===== src/utf8_stream_decoder_macros.svh =====
// Assertion macros shared by the decoder RTL.
`ifndef UTF8_STREAM_DECODER_MACROS_SVH
`define UTF8_STREAM_DECODER_MACROS_SVH

`ifndef SYNTHESIS

// Property that must hold at every clock edge outside reset.
`define UTF8SD_ASSERT(lbl, clk, rstn, prop) \
	lbl: assert property (@(posedge clk) disable iff (!rstn) (prop)) \
		else $error("utf8 decoder check failed");

// Condition that must never be seen outside reset.
`define UTF8SD_ASSERT_NEVER(lbl, clk, rstn, cond) \
	lbl: assert property (@(posedge clk) disable iff (!rstn) !(cond)) \
		else $error("utf8 decoder forbidden condition seen");

`else

`define UTF8SD_ASSERT(lbl, clk, rstn, prop)
`define UTF8SD_ASSERT_NEVER(lbl, clk, rstn, cond)

`endif

`endif


===== src/utf8sd_pkg.sv =====
// Constants and types for the UTF-8 stream decoder.
package utf8sd_pkg;

	localparam int unsigned BYTE_W  = 8;
	localparam int unsigned POINT_W = 21;
	localparam int unsigned DUE_W   = 2;
	localparam int unsigned OUT_TDATA_W = ((POINT_W + 7) / 8) * 8;

	// lead and continuation tags, top bits of a byte
	localparam logic [1:0] CONT_TAG  = 2'b10;
	localparam logic [2:0] LEAD2_TAG = 3'b110;
	localparam logic [3:0] LEAD3_TAG = 4'b1110;
	localparam logic [4:0] LEAD4_TAG = 5'b11110;

	localparam logic [DUE_W-1:0] DUE_NONE = 2'd0;
	localparam logic [DUE_W-1:0] DUE_ONE  = 2'd1;
	localparam logic [DUE_W-1:0] DUE_TWO  = 2'd2;
	localparam logic [DUE_W-1:0] DUE_THREE = 2'd3;

	typedef struct packed {
		logic [POINT_W-1:0] partial;
		logic [DUE_W-1:0]   due;
		logic               bad;
	} dec_state_t;

	typedef struct packed {
		logic [POINT_W-1:0] code_point;
		logic               point_valid;
		logic               string_end;
	} dec_result_t;

endpackage


===== src/utf8_stream_decoder.sv =====
// Top level of the UTF-8 stream decoder: byte in, code point out.
//
// Usage:
//   Slave side (s_*) takes one byte of UTF-8 text per word; s_tlast marks the
//   final byte of a string. Master side (m_*) gives exactly one word per input
//   word: m_tdata carries the code point, m_tuser[0] says whether this byte
//   completed a well-formed sequence (code point is zero otherwise), and
//   m_tlast echoes the input's last flag.
//   Output: m_tvalid rises once an accepted word has passed the input register
//   and then the decode step into the result register; a receiver stall can
//   hold the word in the input register before that step.
//   Throughput: one word per cycle while the receiver does not stall, set by the
//   single decode step that reads the sequence state and writes it back in the same cycle.
//   Reset (arst_n low) empties both registers and clears the partial code
//   point, the count of continuation bytes due and the bad-sequence mark.
//   Receiver stall: the result register holds; the input register may still
//   fill, after which s_tready drops until m_tready returns. No word is lost.
//   Sequence state also clears after every byte flagged last.
`include "utf8_stream_decoder_macros.svh"

module utf8_stream_decoder (
	input  logic        clk,
	input  logic        arst_n,
	// slave side
	input  logic        s_tvalid,
	output logic        s_tready,
	input  logic [utf8sd_pkg::BYTE_W-1:0]      s_tdata,   // [7:0] data_byte
	input  logic        s_tlast,   // last_byte
	// master side
	output logic        m_tvalid,
	input  logic        m_tready,
	output logic [utf8sd_pkg::OUT_TDATA_W-1:0] m_tdata,   // [20:0] code_point, [23:21] zero
	output logic [0:0]  m_tuser,   // [0] point_valid
	output logic        m_tlast    // string_end
);

	// input register
	logic                              valid_s1;
	logic [utf8sd_pkg::BYTE_W-1:0]     byte_s1;
	logic                              last_s1;

	// result register
	logic                              valid_s2;
	utf8sd_pkg::dec_result_t           res_s2;

	// sequence state
	utf8sd_pkg::dec_state_t            state_q;
	utf8sd_pkg::dec_state_t            state_n;
	utf8sd_pkg::dec_result_t           res_n;

	logic adv_s2;   // result register takes a new word
	logic acc_in;   // input word accepted

	assign adv_s2   = valid_s1 && (!valid_s2 || m_tready);
	assign s_tready = !valid_s1 || adv_s2;
	assign acc_in   = s_tvalid && s_tready;

	// decode step: input register + state -> next state + result
	always_comb begin
		logic cont;
		logic emit;
		logic [utf8sd_pkg::POINT_W-1:0] point;
		state_n = state_q;
		cont    = (byte_s1[7:6] == utf8sd_pkg::CONT_TAG);
		emit    = 1'b0;
		point   = '0;
		if (state_q.due != utf8sd_pkg::DUE_NONE) begin
			// any byte counts as a promised one; a bad one poisons the sequence
			if (!cont) begin
				state_n.bad = 1'b1;
			end else begin
				state_n.partial = {state_q.partial[utf8sd_pkg::POINT_W-7:0], byte_s1[5:0]};
			end
			state_n.due = state_q.due - utf8sd_pkg::DUE_ONE;
			if (state_n.due == utf8sd_pkg::DUE_NONE && !state_n.bad) begin
				emit  = 1'b1;
				point = state_n.partial;
			end
		end else if (!byte_s1[7]) begin
			emit  = 1'b1;
			point = {{(utf8sd_pkg::POINT_W-utf8sd_pkg::BYTE_W){1'b0}}, byte_s1};
		end else if (byte_s1[7:5] == utf8sd_pkg::LEAD2_TAG) begin
			state_n.partial = {{(utf8sd_pkg::POINT_W-5){1'b0}}, byte_s1[4:0]};
			state_n.due     = utf8sd_pkg::DUE_ONE;
			state_n.bad     = 1'b0;
		end else if (byte_s1[7:4] == utf8sd_pkg::LEAD3_TAG) begin
			state_n.partial = {{(utf8sd_pkg::POINT_W-4){1'b0}}, byte_s1[3:0]};
			state_n.due     = utf8sd_pkg::DUE_TWO;
			state_n.bad     = 1'b0;
		end else if (byte_s1[7:3] == utf8sd_pkg::LEAD4_TAG) begin
			state_n.partial = {{(utf8sd_pkg::POINT_W-3){1'b0}}, byte_s1[2:0]};
			state_n.due     = utf8sd_pkg::DUE_THREE;
			state_n.bad     = 1'b0;
		end
		// stray continuation or 11111xxx with nothing due: skipped

		if (emit && state_n.due == utf8sd_pkg::DUE_NONE) begin
			state_n.partial = '0;
			state_n.bad     = 1'b0;
		end
		if (last_s1) begin
			state_n = '0;   // cut-off sequence dropped, string closed
		end

		res_n.code_point  = point;
		res_n.point_valid = emit;
		res_n.string_end  = last_s1;
	end

	// control and sequence state
	always_ff @(posedge clk or negedge arst_n) begin
		if (!arst_n) begin
			valid_s1 <= 1'b0;
			valid_s2 <= 1'b0;
			state_q  <= '0;
		end else begin
			if (acc_in) begin
				valid_s1 <= 1'b1;
			end else if (adv_s2) begin
				valid_s1 <= 1'b0;
			end
			if (adv_s2) begin
				valid_s2 <= 1'b1;
				state_q  <= state_n;
			end else if (m_tready) begin
				valid_s2 <= 1'b0;
			end
		end
	end

	// payload, no reset
	always_ff @(posedge clk) begin
		if (acc_in) begin
			byte_s1 <= s_tdata;
			last_s1 <= s_tlast;
		end
		if (adv_s2) begin
			res_s2 <= res_n;
		end
	end

	assign m_tvalid = valid_s2;
	assign m_tdata  = {{(utf8sd_pkg::OUT_TDATA_W-utf8sd_pkg::POINT_W){1'b0}}, res_s2.code_point};
	assign m_tuser  = res_s2.point_valid;
	assign m_tlast  = res_s2.string_end;

	// checks
	`UTF8SD_ASSERT(a_zero_when_invalid, clk, arst_n,
		(m_tvalid && !m_tuser[0]) |-> (m_tdata == '0))
	`UTF8SD_ASSERT(a_clear_after_last, clk, arst_n,
		(adv_s2 && last_s1) |=> (state_q == '0))
	`UTF8SD_ASSERT(a_last_follows_word, clk, arst_n,
		adv_s2 |=> (m_tlast == $past(last_s1)))
	`UTF8SD_ASSERT_NEVER(a_ready_only_on_stall, clk, arst_n,
		!s_tready && !(valid_s1 && valid_s2 && !m_tready))

endmodule


===== config.mk =====
export PLATFORM = sky130hd
export DESIGN_NAME = utf8_stream_decoder
export DESIGN_NICKNAME = d
export VERILOG_FILES = /design/src/utf8sd_pkg.sv /design/src/utf8_stream_decoder.sv
export VERILOG_INCLUDE_DIRS = /design/src /design/src/src
export SDC_FILE = /design/constraint.sdc
export NUM_CORES = 1
export LEC_CHECK = 0
export ABC_CLOCK_PERIOD_IN_PS = 2200
export BUFFER_PORTS_ARGS = -buffer_cell sky130_fd_sc_hd__buf_2
export CORE_MARGIN = 3
export CORE_UTILIZATION = 45
export DETAILED_ROUTE_END_ITERATION = 7
export PLACE_DENSITY = 0.69
export SLEW_MARGIN = 20
export SYNTH_ARGS = -nofsm -noshare
export SYNTH_HDL_FRONTEND = slang
export SYNTH_SLANG_ARGS = --single-unit

===== constraint.sdc =====
create_clock -name clk -period 2.2 [get_ports clk]
set_input_delay 0.22 -clock clk [delete_from_list [all_inputs] [get_ports clk]]
set_output_delay 0.22 -clock clk [all_outputs]
set_load 0.02 [all_outputs]

# Yosys cells after proc, flatten, opt, wreduce, memory -nomap -nowiden

Cells that the tools add are included.

Add/subtract/negate cells: 1
Equal/unequal tests: 4
Multiplexer cells: 21
Reductions and logical operators: 17

Operator list:

| cell                                                               | count |
|---|---|
| 24-bit two-way mux                                                 | 6 |
| 21-bit two-way mux                                                 | 4 |
| 1-bit two-way mux                                                  | 10 |
| 7-bit two-way mux                                                  | 1 |
| 2-bit nonzero test                                                 | 3 |
| 6-bit nonzero test                                                 | 1 |
| 5-bit == test, second input constant                               | 1 |
| 4-bit == test, second input constant                               | 1 |
| 1-bit logical AND                                                  | 4 |
| 2-bit logical NOT                                                  | 2 |
| 4-bit nonzero test                                                 | 1 |
| 3-bit == test, second input constant                               | 1 |
| 1-bit logical NOT                                                  | 3 |
| 3-bit AND reduction                                                | 1 |
| 2-bit == test, second input constant                               | 1 |
| 1-bit logical OR                                                   | 2 |
| 2-bit by 1-bit subtractor with 2-bit output, second input constant | 1 |

Bits in registers: 58
Input port bits: 13
Logic and storage cells: 53

# Depth between registers and ports, before layout

Depth after elaboration: 10
Mapped depth: 6
Depth with buffers taken out: 5

# Least setup slack after synthesis

Ideal clock, no wire load.

Path kind: reg-to-reg
Start: register valid_s2 (netlist: m_tvalid)
End: register state_q[7] (netlist name)
Arrival time: 1.786 ns
Required time: 2.079 ns
Setup slack: 0.293 ns
Stages on the path, launching flop included: 7
Path through: dfrtp_1 nand2b_1 nand2_1 inv_1 o211ai_1 buf_2 a22o_1

Word-level cells in the longest chain between the ends: 4

Ends and longest elaborated chain:

| what                                 | line                       | RTL |
|---|---|---|
| start, declared                      | utf8_stream_decoder.sv:43  | `logic valid_s2;` |
| start signal, assigned               | utf8_stream_decoder.sv:114 | `valid_s2 <= 1'b0;` |
| start signal, assigned               | utf8_stream_decoder.sv:123 | `valid_s2 <= 1'b1;` |
| start signal, assigned               | utf8_stream_decoder.sv:126 | `valid_s2 <= 1'b0;` |
| 1-bit logical NOT                    | utf8_stream_decoder.sv:54  | `assign adv_s2 = valid_s1 && (!valid_s2 \|\| m_tready);` |
| 1-bit logical OR                     | utf8_stream_decoder.sv:54  |  |
| 1-bit logical AND                    | utf8_stream_decoder.sv:54  |  |
| net adv_s2                           | utf8_stream_decoder.sv:51  | `logic adv_s2;` |
| 3-bit AND reduction (no source line) | --                         |  |
| end signal, assigned                 | utf8_stream_decoder.sv:124 | `state_q <= state_n;` |
| end, declared                        | utf8_stream_decoder.sv:47  | `utf8sd_pkg::dec_state_t state_q;` |

The timed path passes the listed nets, and every way through them passes these cells.
A chain may end at the register's enable or synchronous reset.

# Final worst setup path

Start: register state_q[1] (netlist name)
End: register state_q[6] (netlist name)

Word-level cells in the longest chain between the ends: 9
Elaborated cells on any way between the ends: 18
Classes of those cells: 1 x add/sub; 9 x mux; 8 x reduce/logical

Ends and longest elaborated chain:

| what                                                                       | line                      | RTL |
|---|---|---|
| 24-bit two-way mux                                                         | utf8_stream_decoder.sv:90 | `end else if (byte_s1[7:3] == utf8sd_pkg::LEAD4_TAG) begin` |
| 24-bit two-way mux                                                         | utf8_stream_decoder.sv:86 | `end else if (byte_s1[7:4] == utf8sd_pkg::LEAD3_TAG) begin` |
| 24-bit two-way mux                                                         | utf8_stream_decoder.sv:82 | `end else if (byte_s1[7:5] == utf8sd_pkg::LEAD2_TAG) begin` |
| 24-bit two-way mux                                                         | utf8_stream_decoder.sv:79 | `end else if (!byte_s1[7]) begin` |
| 24-bit two-way mux                                                         | utf8_stream_decoder.sv:67 | `if (state_q.due != utf8sd_pkg::DUE_NONE) begin` |
| 2-bit logical NOT                                                          | utf8_stream_decoder.sv:97 | `if (emit && state_n.due == utf8sd_pkg::DUE_NONE) begin` |
| 1-bit logical AND                                                          | utf8_stream_decoder.sv:97 |  |
| 6-bit nonzero test (no source line) (tied with other cells)                | --                        |  |
| 3-bit AND reduction (no source line) or 24-bit two-way mux (tied branches) | --                        |  |

Several ways; a longest one is shown, not always the timed one. The select of a mux whose other input is x is not followed.

==> summary.txt <==
Status
  – Status: finished clean

Floorplanning
  – Die height: approximately 75 um
  – Core outline area: around 4500 sq um
  – Starting Density: 0.4760
  – Ports: a little over 40
  – Rows: 24
  – DIE WIDTH: 74.79 um
  – Die area: between 5000 and 6000 sq um

GRT
  – Grt ovf: 0
  – Vias in the first global route: 1228
  – Largest net degree at the start of global routing: 21
  – First-pass GRT wire length: about 5700 um
  – Initial antenna violation count: 0
  – GRT Total Usage: 0.1375

Worst hold path
  – Worst Hold Depth: 1
  – Hold EP: byte_s1[2]
  – Hold Crit Class: in2reg
  – Hold path start: s_tdata[2]

Timing
  – Max frequency: ~540 MHz
  – Max_slew headroom: 0.6288
  – Minimum clock period: between 1500 and 2000 ps
  – WHS: between 70 and 80 ps
  – Final worst-path cycle share: 0.8439
  – Final setup viols: 0
  – Setup ws final: between 300 and 400 ps
  – Unrepaired setup endpoints after global routing: false
  – Clock skew: 9.670 ps
  – Setup_tns: 0 ps
  – Actual slew at the worst max-slew pin: 555.3 ps
  – Final hold violation count: 0
  – Slew Viols, Final: 0

Worst setup path
  – RR Endpoint: state_q[6]
  – Crit-path cells: or3b_1, o32a_1, a2111oi_2, mux2_1
  – CP Launch Type: register
  – WP data required: 2450 ps
  – Peak fanout along the critical path: 11
  – CP delay by family, top: compound AO/OA/AOI/OAI gates
  – Kind of critical path: reg2reg
  – Critical Path Max Stage Delay: 480 ps
  – Critical path capture point type: register
  – RR Startpoint: state_q[1]
  – Reg2reg path depth: 4
  – CP Buf/Inv Count: 0
  – CP arrival: 2110 ps
  – CP max-delay cell: dfrtp_1
  – R2R Setup Slk: ~340 ps

Routing
  – Routed met1 length: roughly 1500 um
  – Antenna viol nets, final: 0
  – Vias after detailed routing: 1301
  – Wirelength, routed: 3399 um
  – Via density per instance: around 5.2
  – DRC Markers: 0
  – Initial DRT Pass Iterations: 4
  – First DRT Iteration DRCs: 64
  – Routed wl met3: around 230 um
  – Met2 wire len: 1605 um
  – Top Layer Used: met4
  – Avg WL per Cell: between 10 and 15 um

Clock tree
  – Root buf cell: clkbuf_8
  – Clock Sinks: 52
  – Max Root-Sink Buffers: 2
  – CTS tree: yes
  – Post-CTS resize count: 0
  – Clock Pin Slew Worst Setup and Hold Paths: roughly 100 ps
  – Worst-skew pair later-pin latency: slightly above 300 ps
  – CTS Buf Count: 5
  – H-tree level count: 2

Layout
  – Area grow syn2layout: 16.98%
  – Antenna cells: 0
  – Fill count: roughly 370
  – Seq. cell area: 1461 sq um
  – Footprint of the multi-input gates: 601.8 sq um
  – Nets: approximately 210
  – Share of cells above drive strength 1: 0.2806
  – Fin util: 0.5568

Placement
  – Port bufs: 37
  – DP Worst Slack: roughly 360 ps
  – RD Place Congestion: approximately 0.83
  – Post-DP HPWL: approximately 2500 um

Pwr
  – Power, Total: 2.012 mW
  – Pwr per Cell Area: about 800 nW/um^2
  – Leak Pwr: roughly 1.0 nW
  – Peak VDD IR: 0.0004030 V

Synth
  – EDFF count, synth: 32
  – Synth async-reset ratio: 0.3846
  – Distinct cells, synth: 33
  – Mapped Avg Cell Area: 13.92 sq um
  – Post-synth top flop: edfxtp_1
  – Synth warnings: 0
  – Sequential share of the synthesized area: 0.6863
  – Mapped Area: roughly 2100 sq um
  – Flops & latches, synth: 52
  – Mapped Cells: 153

Job
  – Max Cap Viol: 0
## layer usage
| metal | GRT usage | up-vias |
|---|---|---|
| met5 | 0 | - |
| met4 | 0.05336 | 0 |
| met3 | 0.04806 | 6 |
| met2 | 0.2156 | 47 |
| met1 | 0.1763 | 612 |
| li1 | - | 636 |
## state kept, by name, indices dropped and copies added, names as in the netlist
name,count
last_s1,1
byte_s1,8
m_tvalid,1
valid_s1,1
m_tlast,1
state_q,18
m_tuser,1
m_tdata,21
## area by class of cell
class / count / share of cell area
clock inverter: 3 / 0.01858
multi-input combinational: 90 / 0.2416
sequential: 52 / 0.5866
clock buffer: 5 / 0.02762
inverter: 2 / 0.003014
timing repair buffer: 44 / 0.09643
tap: 52 / 0.02612
## synth_stat cells, types with 2 or more instances
library cell | n | share of area
a22o_1 | 14 | 0.058
clkbuf_1 | 2 | 0.0035
nand3_1 | 3 | 0.0070
nand3b_1 | 5 | 0.018
inv_1 | 2 | 0.0035
and2_1 | 22 | 0.065
nand2_1 | 5 | 0.0088
dfrtp_1 | 20 | 0.24
nor2_1 | 3 | 0.0053
o21ai_0 | 4 | 0.0094
nor3_1 | 2 | 0.0047
a21o_1 | 2 | 0.0070
or2_2 | 3 | 0.0088
nand2b_1 | 6 | 0.018
buf_4 | 3 | 0.011
edfxtp_1 | 32 | 0.45
buf_2 | 5 | 0.012
a21oi_1 | 5 | 0.012
## power breakdown
part / total [mW] / switching [mW] / internal (mW) / leakage, nW
Combinational: 0.219 / 0.138 / 0.0806 / 0.405
Clock: 0.654 / 0.311 / 0.342 / 0.0548
Sequential: 1.14 / 0.0364 / 1.10 / 0.586
## logic make-up (layout without fill, tap and decap cells)
kind of cell           Yosys count  in the layout  synth area share
buffers and inverters           13             54           0.03466
and+or+nand+nor                 53             53            0.1516
DFF                             52             52            0.6863
other                            1              3          0.001761
AOI/OAI and AO/OA               33             33            0.1204
muxes                            1              1          0.005288
## how the worst max path moves through the flow
stage                       to  slack (ps)        from  depth (start not counted)
detailed placement  state_q[6]         360  state_q[1]                          4
finish              state_q[6]         340  state_q[1]                          4
global route        state_q[5]         120  state_q[1]                          4
global placement    state_q[6]         400  state_q[1]                          4
CTS                 state_q[6]         330  state_q[1]                          4
floorplan           state_q[7]         290    m_tvalid                          6
## worst reg2reg max path, cell delays in order (launching register included)
cell       delay, ps
dfrtp_1          480
or3b_1           420
o32a_1           370
a2111oi_2        360
mux2_1           180
## through the flow
stage / cells / area (sq um)
2_1_floorplan: 155 / 2137
3_3_place_gp: 239 / 2366
3_5_place_dp: 239 / 2366
4_1_cts: 248 / 2491
5_1_grt: 248 / 2491
6_report: 248 / 2491
## cell usage in the layout, fill, tap and decap left out, types with 2 or more instances in the layout
| master | n |
|---|---|
| nor3_1 | 2 |
| a21o_1 | 2 |
| buf_4 | 6 |
| nand3_1 | 3 |
| edfxtp_1 | 32 |
| and2_1 | 22 |
| nor2_1 | 3 |
| nand2b_1 | 6 |
| dfrtp_1 | 20 |
| o21ai_0 | 4 |
| nand3b_1 | 5 |
| conb_1 | 3 |
| a22o_1 | 14 |
| clkbuf_8 | 5 |
| buf_2 | 37 |
| or2_2 | 3 |
| inv_1 | 2 |
| a21oi_1 | 5 |
| nand2_1 | 5 |
## repair_timing
item	in CTS	in global routing
hold endpoints to repair	20	0
buffers inserted	0	0
hold buffers	1	0
No activity file was read; power rests on OpenSTA's default activity.
